`src/design/ash_pkg.sv`:
```
// Shared types, constants and byte functions of the ASH frame encoder.
package ash_pkg;

   localparam int MaxPayloadDef = 250;

   localparam logic [7:0]  FlagByte = 8'h7E;
   localparam logic [7:0]  EscByte  = 8'h7D;
   localparam logic [7:0]  EscXor   = 8'h20;
   localparam logic [15:0] CrcInit  = 16'hFFFF;
   localparam logic [15:0] CrcPoly  = 16'h1021;

   // segment mask: one bit per part of the output run, lowest bit goes first
   localparam int SegCount = 6;
   localparam logic [SegCount-1:0] SegOpen  = 6'b000001;
   localparam logic [SegCount-1:0] SegCtrl  = 6'b000010;
   localparam logic [SegCount-1:0] SegData  = 6'b000100;
   localparam logic [SegCount-1:0] SegCrcHi = 6'b001000;
   localparam logic [SegCount-1:0] SegCrcLo = 6'b010000;
   localparam logic [SegCount-1:0] SegClose = 6'b100000;

   typedef struct packed {
      logic [7:0] data_byte;
      logic [7:0] control_byte;
      logic       first;
      logic       last;
      logic       has_data;
   } req_payload_type;

   typedef struct packed {
      logic [7:0] out_byte;
      logic       end_of_run;
      logic       frame_done;
      logic       truncated;
   } rsp_payload_type;

   // one item's worth of output, ready for serialization
   typedef struct packed {
      logic [SegCount-1:0] seg_mask;
      logic [7:0]          ctrl;
      logic [7:0]          data;
      logic [15:0]         crc;
      logic                trunc;
   } run_rec_type;

   function automatic logic [15:0] crc_update(input logic [15:0] crc, input logic [7:0] b);
      logic [15:0] c;
      c = crc ^ {b, 8'h00};
      for (int k = 0; k < 8; k++) begin
         if (c[15]) begin
            c = {c[14:0], 1'b0} ^ CrcPoly;
         end else begin
            c = {c[14:0], 1'b0};
         end
      end
      return c;
   endfunction

   function automatic logic needs_escape(input logic [7:0] b);
      return b inside {8'h7E, 8'h7D, 8'h11, 8'h13, 8'h18};
   endfunction

endpackage

```
`src/design/ash_if.sv`:
```
// Valid/ready channel interfaces for the request and response sides.
interface ash_req_if;
   logic                     valid;
   logic                     ready;
   ash_pkg::req_payload_type payload;

   modport source (output valid, output payload, input ready);
   modport sink   (input valid, input payload, output ready);
endinterface

interface ash_rsp_if;
   logic                     valid;
   logic                     ready;
   ash_pkg::rsp_payload_type payload;

   modport source (output valid, output payload, input ready);
   modport sink   (input valid, input payload, output ready);
endinterface

```
`src/design/ash_emitter.sv`:
```
// Output serializer: walks one item's segments and sends a byte per beat, stuffing as needed.
module ash_emitter (
   input  logic                 clock,
   input  logic                 reset,
   input  logic                 load_valid,
   input  ash_pkg::run_rec_type load_rec,
   output logic                 load_ready,
   ash_rsp_if.source            rsp_chan
);
   import ash_pkg::*;

   logic [SegCount-1:0] mask_ff, mask_in;
   logic                esc_ff, esc_in;
   run_rec_type         rec_ff, rec_in;

   logic [SegCount-1:0] seg_oh;
   logic [SegCount-1:0] mask_rest;
   logic [7:0]          seg_byte;
   logic                is_flag;
   logic                need_esc;
   logic                seg_done;
   logic                fire;

   assign seg_oh    = mask_ff & (~mask_ff + 1'b1);
   assign mask_rest = mask_ff & ~seg_oh;

   always_comb begin
      case (seg_oh)
         SegCtrl:  seg_byte = rec_ff.ctrl;
         SegData:  seg_byte = rec_ff.data;
         SegCrcHi: seg_byte = rec_ff.crc[15:8];
         SegCrcLo: seg_byte = rec_ff.crc[7:0];
         default:  seg_byte = FlagByte;
      endcase
   end

   // flags go out raw; everything else may need an escape prefix
   assign is_flag  = (seg_oh == SegOpen) || (seg_oh == SegClose);
   assign need_esc = !is_flag && needs_escape(seg_byte);
   assign seg_done = !(need_esc && !esc_ff);

   assign rsp_chan.valid = |mask_ff;
   assign rsp_chan.payload.out_byte   = (need_esc && !esc_ff) ? EscByte :
                                        (esc_ff ? (seg_byte ^ EscXor) : seg_byte);
   assign rsp_chan.payload.end_of_run = seg_done && (mask_rest == '0);
   assign rsp_chan.payload.frame_done = (seg_oh == SegClose);
   assign rsp_chan.payload.truncated  = (seg_oh == SegClose) && rec_ff.trunc;

   assign fire       = rsp_chan.valid && rsp_chan.ready;
   assign load_ready = !rsp_chan.valid || (fire && rsp_chan.payload.end_of_run);

   always_comb begin
      mask_in = mask_ff;
      esc_in  = esc_ff;
      rec_in  = rec_ff;
      if (fire) begin
         if (seg_done) begin
            mask_in = mask_rest;
            esc_in  = 1'b0;
         end else begin
            esc_in = 1'b1;
         end
      end
      if (load_valid && load_ready) begin
         mask_in = load_rec.seg_mask;
         esc_in  = 1'b0;
         rec_in  = load_rec;
      end
   end

   always_ff @(posedge clock) begin
      if (reset) begin
         mask_ff <= '0;
         esc_ff  <= 1'b0;
      end else begin
         mask_ff <= mask_in;
         esc_ff  <= esc_in;
      end
      rec_ff <= rec_in;
   end

endmodule

```
`src/design/ash_frame_encoder.sv`:
```
// Path: a req beat goes into the input register, where it waits while the serializer is busy, then into the serializer.
// Output: one line byte per cycle while rsp is ready; an item causes 1 to 10 bytes
//   (a payload byte 1, or 2 when escaped), sent by the serializer.
// An item that causes no bytes is taken on the req side and loads nothing into the serializer.
// Reset: synchronous, clears the CRC to 0xFFFF, count and overflow to zero,
//   and empties both the input register and the serializer.
module ash_frame_encoder #(
   parameter int MaxPayload = ash_pkg::MaxPayloadDef
) (
   input  logic      clock,
   input  logic      reset,
   ash_req_if.sink   req_chan,
   ash_rsp_if.source rsp_chan
);
   import ash_pkg::*;

   localparam int CntW = $clog2(MaxPayload + 1);

   logic [15:0]     crc_ff, crc_in;
   logic [CntW-1:0] cnt_ff, cnt_in;
   logic            ovf_ff, ovf_in;
   logic            a_valid_ff, a_valid_in;
   run_rec_type     a_rec_ff, a_rec_in;

   req_payload_type rq;
   logic            req_fire;
   logic            load_ready;
   logic [15:0]     crc0, crc1, crc2;
   logic [CntW-1:0] cnt0, cnt2;
   logic            ovf0, ovf2;
   logic            take;

   assign rq       = req_chan.payload;
   assign req_fire = req_chan.valid && req_chan.ready;
   assign req_chan.ready = !a_valid_ff || load_ready;

   always_comb begin
      crc0 = rq.first ? CrcInit : crc_ff;
      cnt0 = rq.first ? '0 : cnt_ff;
      ovf0 = rq.first ? 1'b0 : ovf_ff;
      crc1 = rq.first ? crc_update(CrcInit, rq.control_byte) : crc0;
      take = rq.has_data && (cnt0 < CntW'(MaxPayload));
      crc2 = take ? crc_update(crc1, rq.data_byte) : crc1;
      cnt2 = cnt0 + CntW'(take);
      ovf2 = ovf0 | (rq.has_data & ~take);

      a_rec_in.seg_mask = (rq.first ? (SegOpen | SegCtrl) : '0)
                        | (take ? SegData : '0)
                        | (rq.last ? (SegCrcHi | SegCrcLo | SegClose) : '0);
      a_rec_in.ctrl  = rq.control_byte;
      a_rec_in.data  = rq.data_byte;
      a_rec_in.crc   = crc2;
      a_rec_in.trunc = ovf2;

      crc_in = crc_ff;
      cnt_in = cnt_ff;
      ovf_in = ovf_ff;
      if (req_fire) begin
         if (rq.last) begin
            crc_in = CrcInit;
            cnt_in = '0;
            ovf_in = 1'b0;
         end else begin
            crc_in = crc2;
            cnt_in = cnt2;
            ovf_in = ovf2;
         end
      end

      if (req_fire) begin
         a_valid_in = |a_rec_in.seg_mask;
      end else if (load_ready) begin
         a_valid_in = 1'b0;
      end else begin
         a_valid_in = a_valid_ff;
      end
   end

   always_ff @(posedge clock) begin
      if (reset) begin
         crc_ff     <= CrcInit;
         cnt_ff     <= '0;
         ovf_ff     <= 1'b0;
         a_valid_ff <= 1'b0;
      end else begin
         crc_ff     <= crc_in;
         cnt_ff     <= cnt_in;
         ovf_ff     <= ovf_in;
         a_valid_ff <= a_valid_in;
      end
      if (req_fire) begin
         a_rec_ff <= a_rec_in;
      end
   end

   ash_emitter u_emitter (
      .clock      (clock),
      .reset      (reset),
      .load_valid (a_valid_ff),
      .load_rec   (a_rec_ff),
      .load_ready (load_ready),
      .rsp_chan   (rsp_chan)
   );

endmodule

```
`src/flat_wrapper.sv`:
```
// flat-port wrapper written by rule: the top's interface ports become plain ports
module ash_frame_encoder_flat import ash_pkg::*;
#(
   parameter int MaxPayload = ash_pkg::MaxPayloadDef
)
  (clock, reset, req_chan_valid, req_chan_payload, req_chan_ready, rsp_chan_valid, rsp_chan_payload, rsp_chan_ready);
  ash_req_if req_chan_i ();
  ash_rsp_if rsp_chan_i ();
  input  logic clock;
  input  logic reset;
  input wire logic [$bits(req_chan_i.valid)-1:0] req_chan_valid;
  input wire logic [$bits(req_chan_i.payload)-1:0] req_chan_payload;
  output wire logic [$bits(req_chan_i.ready)-1:0] req_chan_ready;
  output wire logic [$bits(rsp_chan_i.valid)-1:0] rsp_chan_valid;
  output wire logic [$bits(rsp_chan_i.payload)-1:0] rsp_chan_payload;
  input wire logic [$bits(rsp_chan_i.ready)-1:0] rsp_chan_ready;
  assign req_chan_i.valid = req_chan_valid;
  assign req_chan_i.payload = req_chan_payload;
  assign req_chan_ready = req_chan_i.ready;
  assign rsp_chan_valid = rsp_chan_i.valid;
  assign rsp_chan_payload = rsp_chan_i.payload;
  assign rsp_chan_i.ready = rsp_chan_ready;
  ash_frame_encoder #(.MaxPayload(MaxPayload)) u_core (.clock(clock), .reset(reset), .req_chan(req_chan_i), .rsp_chan(rsp_chan_i));
endmodule
```
`config.mk`:
```
export PLATFORM = sky130hd
export DESIGN_NAME = ash_frame_encoder_flat
export DESIGN_NICKNAME = d
export VERILOG_FILES = /design/src/design/ash_pkg.sv /design/src/design/ash_if.sv /design/src/design/ash_emitter.sv /design/src/design/ash_frame_encoder.sv /design/src/flat_wrapper.sv
export SDC_FILE = /design/constraint.sdc
export NUM_CORES = 1
export LEC_CHECK = 0
export ABC_AREA = 1
export BUFFER_PORTS_ARGS = -buffer_cell sky130_fd_sc_hd__clkbuf_2
export CAP_MARGIN = 10
export CORE_ASPECT_RATIO = 0.8
export CORE_UTILIZATION = 45
export CTS_CLUSTER_SIZE = 30
export DETAILED_ROUTE_END_ITERATION = 6
export REMOVE_ABC_BUFFERS = 1
export SLEW_MARGIN = 30
export SYNTH_ARGS = -nofsm -noshare
export SYNTH_HDL_FRONTEND = slang
export SYNTH_SLANG_ARGS = --single-unit
```
`constraint.sdc`:
```
create_clock -name clock -period 5.6 [get_ports clock]
set_input_delay 0 -clock clock [delete_from_list [all_inputs] [get_ports clock]]
set_output_delay 0 -clock clock [all_outputs]
set_load 0.005 [all_outputs]
```
; ---- Word level (Yosys, flattened, before mapping)
; Index checks and enable logic that the tools add are counted.
[totals]
reg_bits = 105
in_bits = 23
output_inout_bits = 13
wordCells = 118
[classes]
n_addsub = 2
order_cmp = 1
n_eq_ne = 12
n_mux = 35
bitwise_logic = 28
reduce_logical = 25
[ops]
columns = op, count
row1 = two-way mux 13 bit, 16
row2 = two-way mux 16 bit, 3
row3 = inverter 3 bit, 16
row4 = one-hot mux 8 bit (4 select lines), 1
row5 = two-way mux 6 bit, 5
row6 = equality test 8 x 5 -> 1 bit (second input constant), 3
row7 = two-way mux 8 bit, 3
row8 = equality test 8 x 7 -> 1 bit (second input constant), 2
row9 = inverter 16 bit, 1
row10 = XOR 16 bit, 1
row11 = bitwise AND 6 bit, 2
row12 = inverter 6 bit, 2
row13 = bitwise OR 6 bit, 2
row14 = OR reduction 6 bit, 2
row15 = logical AND 1 bit, 9
row16 = adder 8 x 1 -> 8 bit, 1
row17 = less-than comparator 8 bit (second input constant), 1
row18 = adder 6 x 1 -> 6 bit (second input constant), 1
row19 = equality test 6 x 1 -> 1 bit (second input constant), 1
row20 = equality test 6 x 2 -> 1 bit (second input constant), 1
row21 = equality test 6 x 3 -> 1 bit (second input constant), 1
row22 = equality test 6 x 4 -> 1 bit (second input constant), 1
row23 = equality test 6 x 5 -> 1 bit (second input constant), 1
row24 = equality test 6 bit (second input constant), 1
row25 = other kinds (14), 26

; ---- Longest topological paths before layout
; Gate-level depths: netlist (run 1).
[depth]
word_depth = 37
ltp_mapped = 20
ltp_nobuf = 19

; ---- Hierarchy
; From an unflattened synthesis (run 1), not the netlist that was laid out.
[unflattened]
cells_unflattened = 594
hier_area_um2 = 5099.9
[by_module_without_submodules]
columns = module, n_inst, cells_each, area_each_um2, seq_area_each_um2
row1 = ash_frame_encoder, 1, 383, 3104.2, 1601.5
row2 = ash_emitter, 1, 211, 1995.7, 1131.1

; ---- Least setup slack after synthesis (run 1)
; OpenSTA, ideal clock, no wires.
[synth_path]
kind = reg-to-reg
start = reg u_core.u_emitter.mask_ff[3]
end = reg u_core.a_rec_ff[0] in the netlist's numbering (enable)
setup_time_ps = 391
arrival_ps = 2435
required_time_ps = 5209
setup_slack_ps = 2775
stages_incl_launch_ff = 17
n_path_buf = 2
period_less_slack_ps = 2825
path_cell_list = dfxtp_1 buf_2 inv_1 nand2_1 nand3_2 nand2_2 inv_1 nor2_2 nand3_1 nand3_1 nand2_1 nand3_4 nand3_2 nand3_4 nand2_4 buf_4 inv_1
[synth_via]
elab_chain_len = 15
word_cells_on_any_way = 32
classes_between = 1 x add/sub / 11 x eq/ne / 1 x mux / 4 x bitwise / 15 x reduce/logical
[synth_lines]
columns = item, line_no
row1 = start: declaration, ash_emitter.sv:12  ; logic [SegCount-1:0] mask_ff, mask_in;
row2 = start signal: assignment, ash_emitter.sv:76  ; mask_ff <= mask_in;
row3 = inverter 6 bit, ash_emitter.sv:24  ; assign seg_oh = mask_ff & (~mask_ff + 1'b1);
row4 = adder 6 x 1 -> 6 bit, ash_emitter.sv:24
row5 = bitwise AND 6 bit, ash_emitter.sv:24
row6 = equality test 6 x 5 -> 1 bit (tied with other cells), ash_emitter.sv:28  ; case (seg_oh)
row7 = one-hot mux 8 bit (4 select lines), ash_emitter.sv:28
row8 = equality test 8 x 7 -> 1 bit / equality test 8 x 5 -> 1 bit (equally long branches), ash_pkg.sv:59  ; return b inside {8'h7E, 8'h7D, 8'h11, 8'h13, 8'h18};
row9 = nonzero test 5 bit, ash_pkg.sv:59
row10 = logical AND 1 bit, ash_emitter.sv:39  ; assign need_esc = !is_flag && needs_escape(seg_byte);
row11 = logical AND 1 bit, ash_emitter.sv:40  ; assign seg_done = !(need_esc && !esc_ff);
row12 = zero test 1 bit, ash_emitter.sv:40
row13 = logical AND 1 bit, ash_emitter.sv:45  ; assign rsp_chan.payload.end_of_run = seg_done && (mask_rest == '0);
row14 = logical AND 1 bit, ash_emitter.sv:50  ; assign load_ready = !rsp_chan.valid || (fire && rsp_chan.payload.end_of_run);
row15 = logical OR 1 bit *, ash_emitter.sv:50
row16 = logical OR 1 bit *, ash_frame_encoder.sv:35  ; assign req_chan.ready = !a_valid_ff || load_ready;
row17 = logical AND 1 bit *, ash_frame_encoder.sv:34  ; assign req_fire = req_chan.valid && req_chan.ready;
row18 = net u_core.req_fire, ash_frame_encoder.sv:26  ; logic req_fire;
row19 = end signal: assignment, ash_frame_encoder.sv:92  ; a_rec_ff <= a_rec_in;
row20 = end: declaration, ash_frame_encoder.sv:23  ; run_rec_type a_rec_ff, a_rec_in;
; The timed path passes the listed nets; every way through them passes the cells marked *.
; A chain may end at the register's enable or synchronous reset.

; ---- Final worst setup path (run 1)
[layout_path]
start = reg u_core.u_emitter.mask_ff[2]
end = reg u_core.a_rec_ff[5] in the netlist's numbering (enable)
; Same word-level chain as after synthesis.

==> results of run 1 <==
## report_power, final
| group | switching (mW) | internal, mW |
|---|---|---|
| registers | 0.0807 | 0.991 |
| clock network | 0.296 | 0.315 |
| logic | 0.789 | 0.417 |
| total | 1.17 | 1.72 |
## metal layers
layer / vias to the layer above / global-route usage / wire, um
li1: 2084 / - / -
met1: 1886 / 0.3022 / 5702
met3: 18 / 0.04988 / 577
met4: 0 / 0.09592 / 292
met5: - / 0 / 0
met2: 107 / 0.3282 / 5358
## layout by cell type (no fill, tap or decap), types with 9 or more instances in the layout
cell type,Yosys,final
o21ai_0,26,26
clkbuf_2,0,35
nand4_1,16,16
dlygate4sd3_1,0,17
nand3_1,78,78
edfxtp_1,69,69
clkbuf_16,0,9
a21oi_1,17,17
nor2_1,41,41
inv_1,69,69
dfxtp_1,33,33
nand2_1,168,168
## timing repair
action / 4_1_cts / 5_1_grt
gates resized for setup: 0 / 0
hold buffers: 17 / 0
setup endpoints to repair: 0 / 0
hold endpoints to repair: 20 / 0
## layout make-up
class	instances	area, um2	share of cell area
timing repair buffer	54	360.3	0.06150
clock inverter	7	70.07	0.01196
multi-input combinational	406	2009	0.3429
sequential	102	2733	0.4664
clock buffer	9	225.2	0.03844
tap	144	180.2	0.03075
inverter	75	281.5	0.04805
## flip-flops by register name, indices dropped and copies added, names as in the netlist
register	cells
u_core.u_emitter.esc_ff	1
u_core.cnt_ff	8
u_core.a_valid_ff	1
u_core.ovf_ff	1
u_core.crc_ff	16
u_core.u_emitter.mask_ff	6
u_core.a_rec_ff	36
u_core.u_emitter.rec_ff	33
## worst max-delay path by stage
stage                                                  start                       endpoint  slack [ps]  cells after the start
finish              u_core.u_emitter.mask_ff[2]$_SDFFE_PP0P_   u_core.a_rec_ff[5]$_DFFE_PP_        1990                     15
global route        u_core.u_emitter.mask_ff[3]$_SDFFE_PP0P_   u_core.a_rec_ff[5]$_DFFE_PP_        1640                     15
CTS                 u_core.u_emitter.mask_ff[2]$_SDFFE_PP0P_   u_core.a_rec_ff[5]$_DFFE_PP_        2010                     15
detailed placement  u_core.u_emitter.mask_ff[2]$_SDFFE_PP0P_  u_core.a_rec_ff[32]$_DFFE_PP_        2030                     15
global placement    u_core.u_emitter.mask_ff[2]$_SDFFE_PP0P_  u_core.a_rec_ff[28]$_DFFE_PP_        2170                     15
floorplan           u_core.u_emitter.mask_ff[0]$_SDFFE_PP0P_   u_core.a_rec_ff[0]$_DFFE_PP_        2560                     13
## per-stage QoR
stage | utilization | cell area [um2]
5_1_grt | 0.5339 | 5859
6_report | 0.5339 | 5859
2_1_floorplan | - | 5024
3_3_place_gp | 0.4915 | 5394
3_5_place_dp | 0.4915 | 5394
4_1_cts | 0.5339 | 5859
## cells by family (layout without fill, tap and decap cells)
kind of cell | count (synthesis) | count (layout) | synth area share
xor+xnor | 18 | 18 | 0.03363
compound gates | 56 | 56 | 0.06092
simple gates | 329 | 329 | 0.2897
buf+inv | 95 | 145 | 0.07651
fa+ha+maj | 2 | 2 | 0.004873
flops | 102 | 102 | 0.5322
mux | 1 | 1 | 0.002193
==> results.py, run 1 <==
metrics = {
    "worst_setup_path": {
        "critical_path_class": "reg2reg",
        "path_buf_inv": 3,
        "critPathRequiredTime_ps": 5620,
        "crit_path_cell_trace": "inv_2 -> nor2_2 -> nand2_1 -> nand2_1 -> nor2_1 -> nand3_1 -> nand2_1 -> nand2_1 -> nand2_1 -> nand3_4 -> nand3_2 -> nand3_4 -> nand2_4 -> inv_1 -> buf_4",
        "cp-end-kind": "flip-flop",
        "crit_arrival_ps": 3630,
        "critPathMostFrequentCell": "nand2_1",
        "max_stage_delay_ps": 550,
        "critPathLaunchType": "flip-flop",
        "r2r_slack_ps": 1990,
        "crit_fanout": 31,
        "cp_top_family": "simple AND/OR/NAND/NOR gates",
        "r2r-end": "u_core.a_rec_ff[5]$_DFFE_PP_",
        "worst_r2r_path_depth": 15,
        "crit_slowest_cell": "dfxtp_1",
        "worstReg2RegStart": "u_core.u_emitter.mask_ff[2]$_SDFFE_PP0P_",
    },
    "synthesis": {
        "ys_types": 43,
        "post-synth-top-count-cell": "nand2_1",
        "synth_top_area_frac": 0.4035,
        "yosysTopAreaCell": "edfxtp_1",
        "synthesis.area_um2": 5135,
        "yosys-top-cells-area": "edfxtp_1 40%, dfxtp_1 13%, nand2_1 12%",
        "synth-edff-count": 69,
        "postSynthCellCount": 603,
        "ys_warn_count": 0,
        "synth_seq_cells": 102,
        "ys_seq_area_frac": 0.5322,
        "synth_flop_cell": "edfxtp_1",
        "avgSynthCellArea_um2": 8.516,
        "synthTopCellsByCount": "168 x nand2_1, 78 x nand3_1, 69 x edfxtp_1, 69 x inv_1, 41 x nor2_1",
        "async_flop_share": 0,
    },
    "timing": {
        "setup_slack_ps": 1987,
        "fmaxAchievable_mhz": 276.8,
        "final_max_slew_viol_count": 0,
        "rsz0062_at_grt": "no",
        "setup_violations": 0,
        "holdWs_ps": 45.42,
        "finalSetupTns_ps": 0,
        "max_slew_margin": 0.4024,
        "post-route-period-util": 0.6452,
        "min_period_ps": 3613,
        "tightestPinTransition_ps": 891.0,
        "fin_worst_skew_ps": 12.57,
        "hold_viol": 0,
    },
    "hold_path": {
        "min_path_cells": 2,
        "hold_class": "in2reg",
        "min_to": "u_core.a_rec_ff[0]$_DFFE_PP_",
        "hold_path.startpoint": "req_chan_payload[0]",
    },
    "placed_design": {
        "hpwl_um": 8618,
        "dp_worst_setup_slack_ps": 2030,
        "port_buffers": 35,
        "placed_cells": 764,
        "gp_congestion": 0.9115,
    },
    "global_route": {
        "grt_antenna_before_repair": 0,
        "grt_max_degree": 34,
        "overflow": 0,
        "grt_pass1_wl_um": 19930,
        "grt_pass1_vias": 3944,
        "grtUsageTotal": 0.2193,
    },
    "clocking": {
        "cts.sinks": 102,
        "postCtsSetupRepairBufs": 0,
        "cts_buffers": 9,
        "cts_tree": "done",
        "root_buffer": "clkbuf_16",
        "insertion_delay_ps": 350,
        "clkTransAtPathRegs_ps": 70,
        "h-tree-depth": 3,
        "cts.path.max_buffers": 2,
    },
    "floorplanning": {
        "fp-row-count": 34,
        "start_util": 0.4679,
        "core_area_um2": 10980,
        "die_w_um": 121.4,
        "die_h_um": 97.55,
        "die_area_um2": 11840,
        "io_pins": 36,
    },
    "finish": {
        "drive_gt1_frac": 0.1225,
        "area_growth_syn_to_layout_pct": 14.11,
        "fillers": 1028,
        "layout.nets": 673,
        "stdcell_count": 797,
        "n_antenna_cell": 0,
    },
    "routing": {
        "ant_nets": 0,
        "vias_per_cell": 5.138,
        "drc": 0,
        "firstDrtPassIters": 4,
        "wirelength_um": 11930,
        "drt-initial-drc-count": 375,
        "vias": 4095,
        "post_drt_wl_per_cell_um": 14.97,
    },
    "power": {
        "p_leak_nw": 2.602,
        "vdd_ir_drop_max_v": 0.0001961,
        "p_total_mw": 2.888,
        "power_density_nw_per_um2": 492.9,
    },
    "run_status": {
        "status": "finished, final reports clean",
    },
    "job": {
        "max_cap_violations": 0,
    },
}
Note: power is estimated with default switching activity, not from simulation.
==> inputs of run 2 (changes only) <==
- clock period: 5.6 -> 3.2 ns (I/O delays scaled with it)
==> run 2 against run 1 <==
Net effect:
- sequential cell count stayed put
- via count is 1.2% lower
- non-clock buffer count is 5 higher
- worst setup slack worse by 1700 ps
- critical endpoint is now req_chan_ready
- highest routed layer unchanged
==> results.py, run 2 (synthesis results as in run 1) <==
metrics = {
    "global_route": {
        "grt_pass1_wl_um": 19670,
        "grt_pass1_vias": 3812,
        "grt_max_degree": 34,
        "overflow": 0,
        "grt_antenna_before_repair": 0,
        "grtUsageTotal": 0.2180,
    },
    "routing": {
        "vias_per_cell": 5.042,
        "firstDrtPassIters": 5,
        "post_drt_wl_per_cell_um": 14.98,
        "wirelength_um": 12020,
        "vias": 4044,
        "drt-initial-drc-count": 288,
        "ant_nets": 0,
        "drc": 0,
    },
    "clocking": {
        "cts-resized-gates": 0,
        "root_buffer": "clkbuf_16",
        "clkTransAtPathRegs_ps": 70,
        "cts_tree": "done",
        "h-tree-depth": 3,
        "postCtsSetupRepairBufs": 0,
        "insertion_delay_ps": 340,
        "cts_buffers": 9,
        "cts.sinks": 102,
        "cts.path.max_buffers": 2,
    },
    "floorplanning": {
        "io_pins": 36,
        "die_h_um": 97.55,
        "die_w_um": 121.4,
        "fp-row-count": 34,
        "core_area_um2": 10980,
        "start_util": 0.4679,
        "die_area_um2": 11840,
    },
    "hold_path": {
        "min_path_cells": 5,
        "hold_class": "in2reg",
        "min_to": "u_core.u_emitter.esc_ff$_SDFFE_PP0P_",
        "hold_path.startpoint": "rsp_chan_ready",
    },
    "worst_setup_path": {
        "critical_path_class": "reg2out",
        "critPathMostFrequentCell": "nand2_1",
        "cp_top_family": "simple AND/OR/NAND/NOR gates",
        "cp-end-kind": "output pin",
        "max_stage_delay_ps": 580,
        "worst_r2r_path_depth": 15,
        "r2r_slack_ps": 330,
        "critPathLaunchType": "flip-flop",
        "path_buf_inv": 3,
        "worstReg2RegStart": "u_core.u_emitter.mask_ff[2]$_SDFFE_PP0P_",
        "crit_fanout": 30,
        "r2r-end": "u_core.u_emitter.rec_ff[20]$_DFFE_PP_",
        "crit_arrival_ps": 2890,
        "crit_path_cell_trace": "inv_2 -> nor2_2 -> nand2_1 -> nand2_1 -> nor2_1 -> nand3_1 -> nand2_1 -> nand2_1 -> nand2_1 -> nand3_4 -> nand3_2 -> nand3_4 -> buf_4 -> clkbuf_2",
        "crit_slowest_cell": "dfxtp_1",
        "critPathRequiredTime_ps": 3200,
    },
    "job": {
        "max_cap_violations": 0,
    },
    "finish": {
        "largest-register": "u_core.a_rec_ff",
        "stdcell_count": 802,
        "drive_gt1_frac": 0.1292,
        "fillers": 1017,
        "final_common_cell": "nand2_1",
        "utilization": 0.5372,
        "n_antenna_cell": 0,
        "top_regs": "u_core.a_rec_ff x36, u_core.u_emitter.rec_ff x33, u_core.crc_ff x16",
        "design_area_um2": 5896,
        "mostFrequentLayoutCells": "168 x nand2_1, 78 x nand3_1, 69 x inv_1, 69 x edfxtp_1, 41 x nor2_1",
        "layout.nets": 678,
        "area_growth_syn_to_layout_pct": 14.81,
        "largest_reg_flops": 36,
    },
    "placed_design": {
        "hpwl_um": 8656,
        "gp_congestion": 0.8771,
        "placed_cells": 769,
        "placed_area_um2": 5444,
        "port_buffers": 35,
    },
    "timing": {
        "final_max_slew_viol_count": 0,
        "max_slew_margin": 0.5553,
        "tightestPinTransition_ps": 667.1,
        "finalSetupTns_ps": 0,
        "rsz0062_at_grt": "no",
        "hold_viol": 0,
        "fin_worst_skew_ps": 4.304,
        "setup_violations": 0,
        "min_period_ps": 2888,
        "fmaxAchievable_mhz": 346.3,
        "post-route-period-util": 0.9024,
    },
    "power": {
        "power_density_nw_per_um2": 858.7,
        "p_leak_nw": 2.623,
        "vdd_ir_drop_max_v": 0.0003538,
    },
    "run_status": {
        "status": "finished, final reports clean",
    },
}
==> run 2: cell count changes in the layout (fill, tap and decap cells not counted), sizes merged <==
cell | previous run | this run
buf | 2 | 7
clkinv | 5 | 4
clkinvlp | 0 | 1
==> run 2: through the flow <==
stage                     hold slack (ps)  setup WS, ps  power (mW)
after CTS                           65.24         283.6       5.099
after global placement              223.9         353.3       4.012
after detailed placement            217.8         319.2       4.046
after global routing                87.22         57.17       5.447
final                               82.04         312.5       5.063
after floorplan                     69.07         159.1       3.360
==> run 2: layout make-up <==
type	count	area, um2	area share
Clock inverter	7	56.30	0.009550
Sequential cell	102	2733	0.4635
Clock buffer	9	225.2	0.03820
Multi-Input combinational cell	406	2009	0.3408
Tap cell	144	180.2	0.03056
Timing Repair Buffer	59	410.4	0.06961
Inverter	75	281.5	0.04775
==> run 2: worst reg2reg max path, cell delays in order (launching register included) <==
cell	delay, ps
dfxtp_1	580
inv_2	200
nor2_2	270
nand2_1	100
nand2_1	70
nor2_1	60
nand3_1	90
nand2_1	60
nand2_1	60
nand2_1	100
nand3_4	140
nand3_2	120
nand2_1	140
nand2_1	90
inv_1	70
buf_4	360
==> run 2: worst max-delay path by stage <==
stage / from / end / slack (ps) / cells after the start
finish: u_core.u_emitter.mask_ff[2]$_SDFFE_PP0P_ / req_chan_ready / 310 / 14
global route: u_core.u_emitter.mask_ff[2]$_SDFFE_PP0P_ / u_core.u_emitter.rec_ff[23]$_DFFE_PP_ / 60 / 15
CTS: u_core.u_emitter.mask_ff[2]$_SDFFE_PP0P_ / req_chan_ready / 280 / 14
detailed placement: u_core.u_emitter.mask_ff[2]$_SDFFE_PP0P_ / u_core.u_emitter.rec_ff[17]$_DFFE_PP_ / 320 / 15
global placement: u_core.u_emitter.mask_ff[2]$_SDFFE_PP0P_ / u_core.u_emitter.rec_ff[32]$_DFFE_PP_ / 350 / 15
floorplan: u_core.u_emitter.mask_ff[0]$_SDFFE_PP0P_ / u_core.a_rec_ff[0]$_DFFE_PP_ / 160 / 13
==> run 2: where the power goes <==
| part | switching [mW] | internal, mW | leakage [nW] | total, mW |
|---|---|---|---|---|
| clock network | 0.491 | 0.538 | 0.137 | 1.03 |
| logic | 1.41 | 0.747 | 1.56 | 2.16 |
| registers | 0.138 | 1.73 | 0.928 | 1.87 |
==> run 2: repair_timing <==
action                     4_1_cts  5_1_grt
hold endpoints to repair        21        0
setup endpoints to repair        0        0
hold buffers                    17        0
==> run 2: layer usage <==
layer | wire length [um] | track usage | vias to the layer above
met1 | 5827 | 0.3043 | 1816
met4 | 209 | 0.07028 | 0
met2 | 5331 | 0.3383 | 115
met5 | 0 | 0 | -
li1 | - | - | 2095
met3 | 647 | 0.04343 | 18
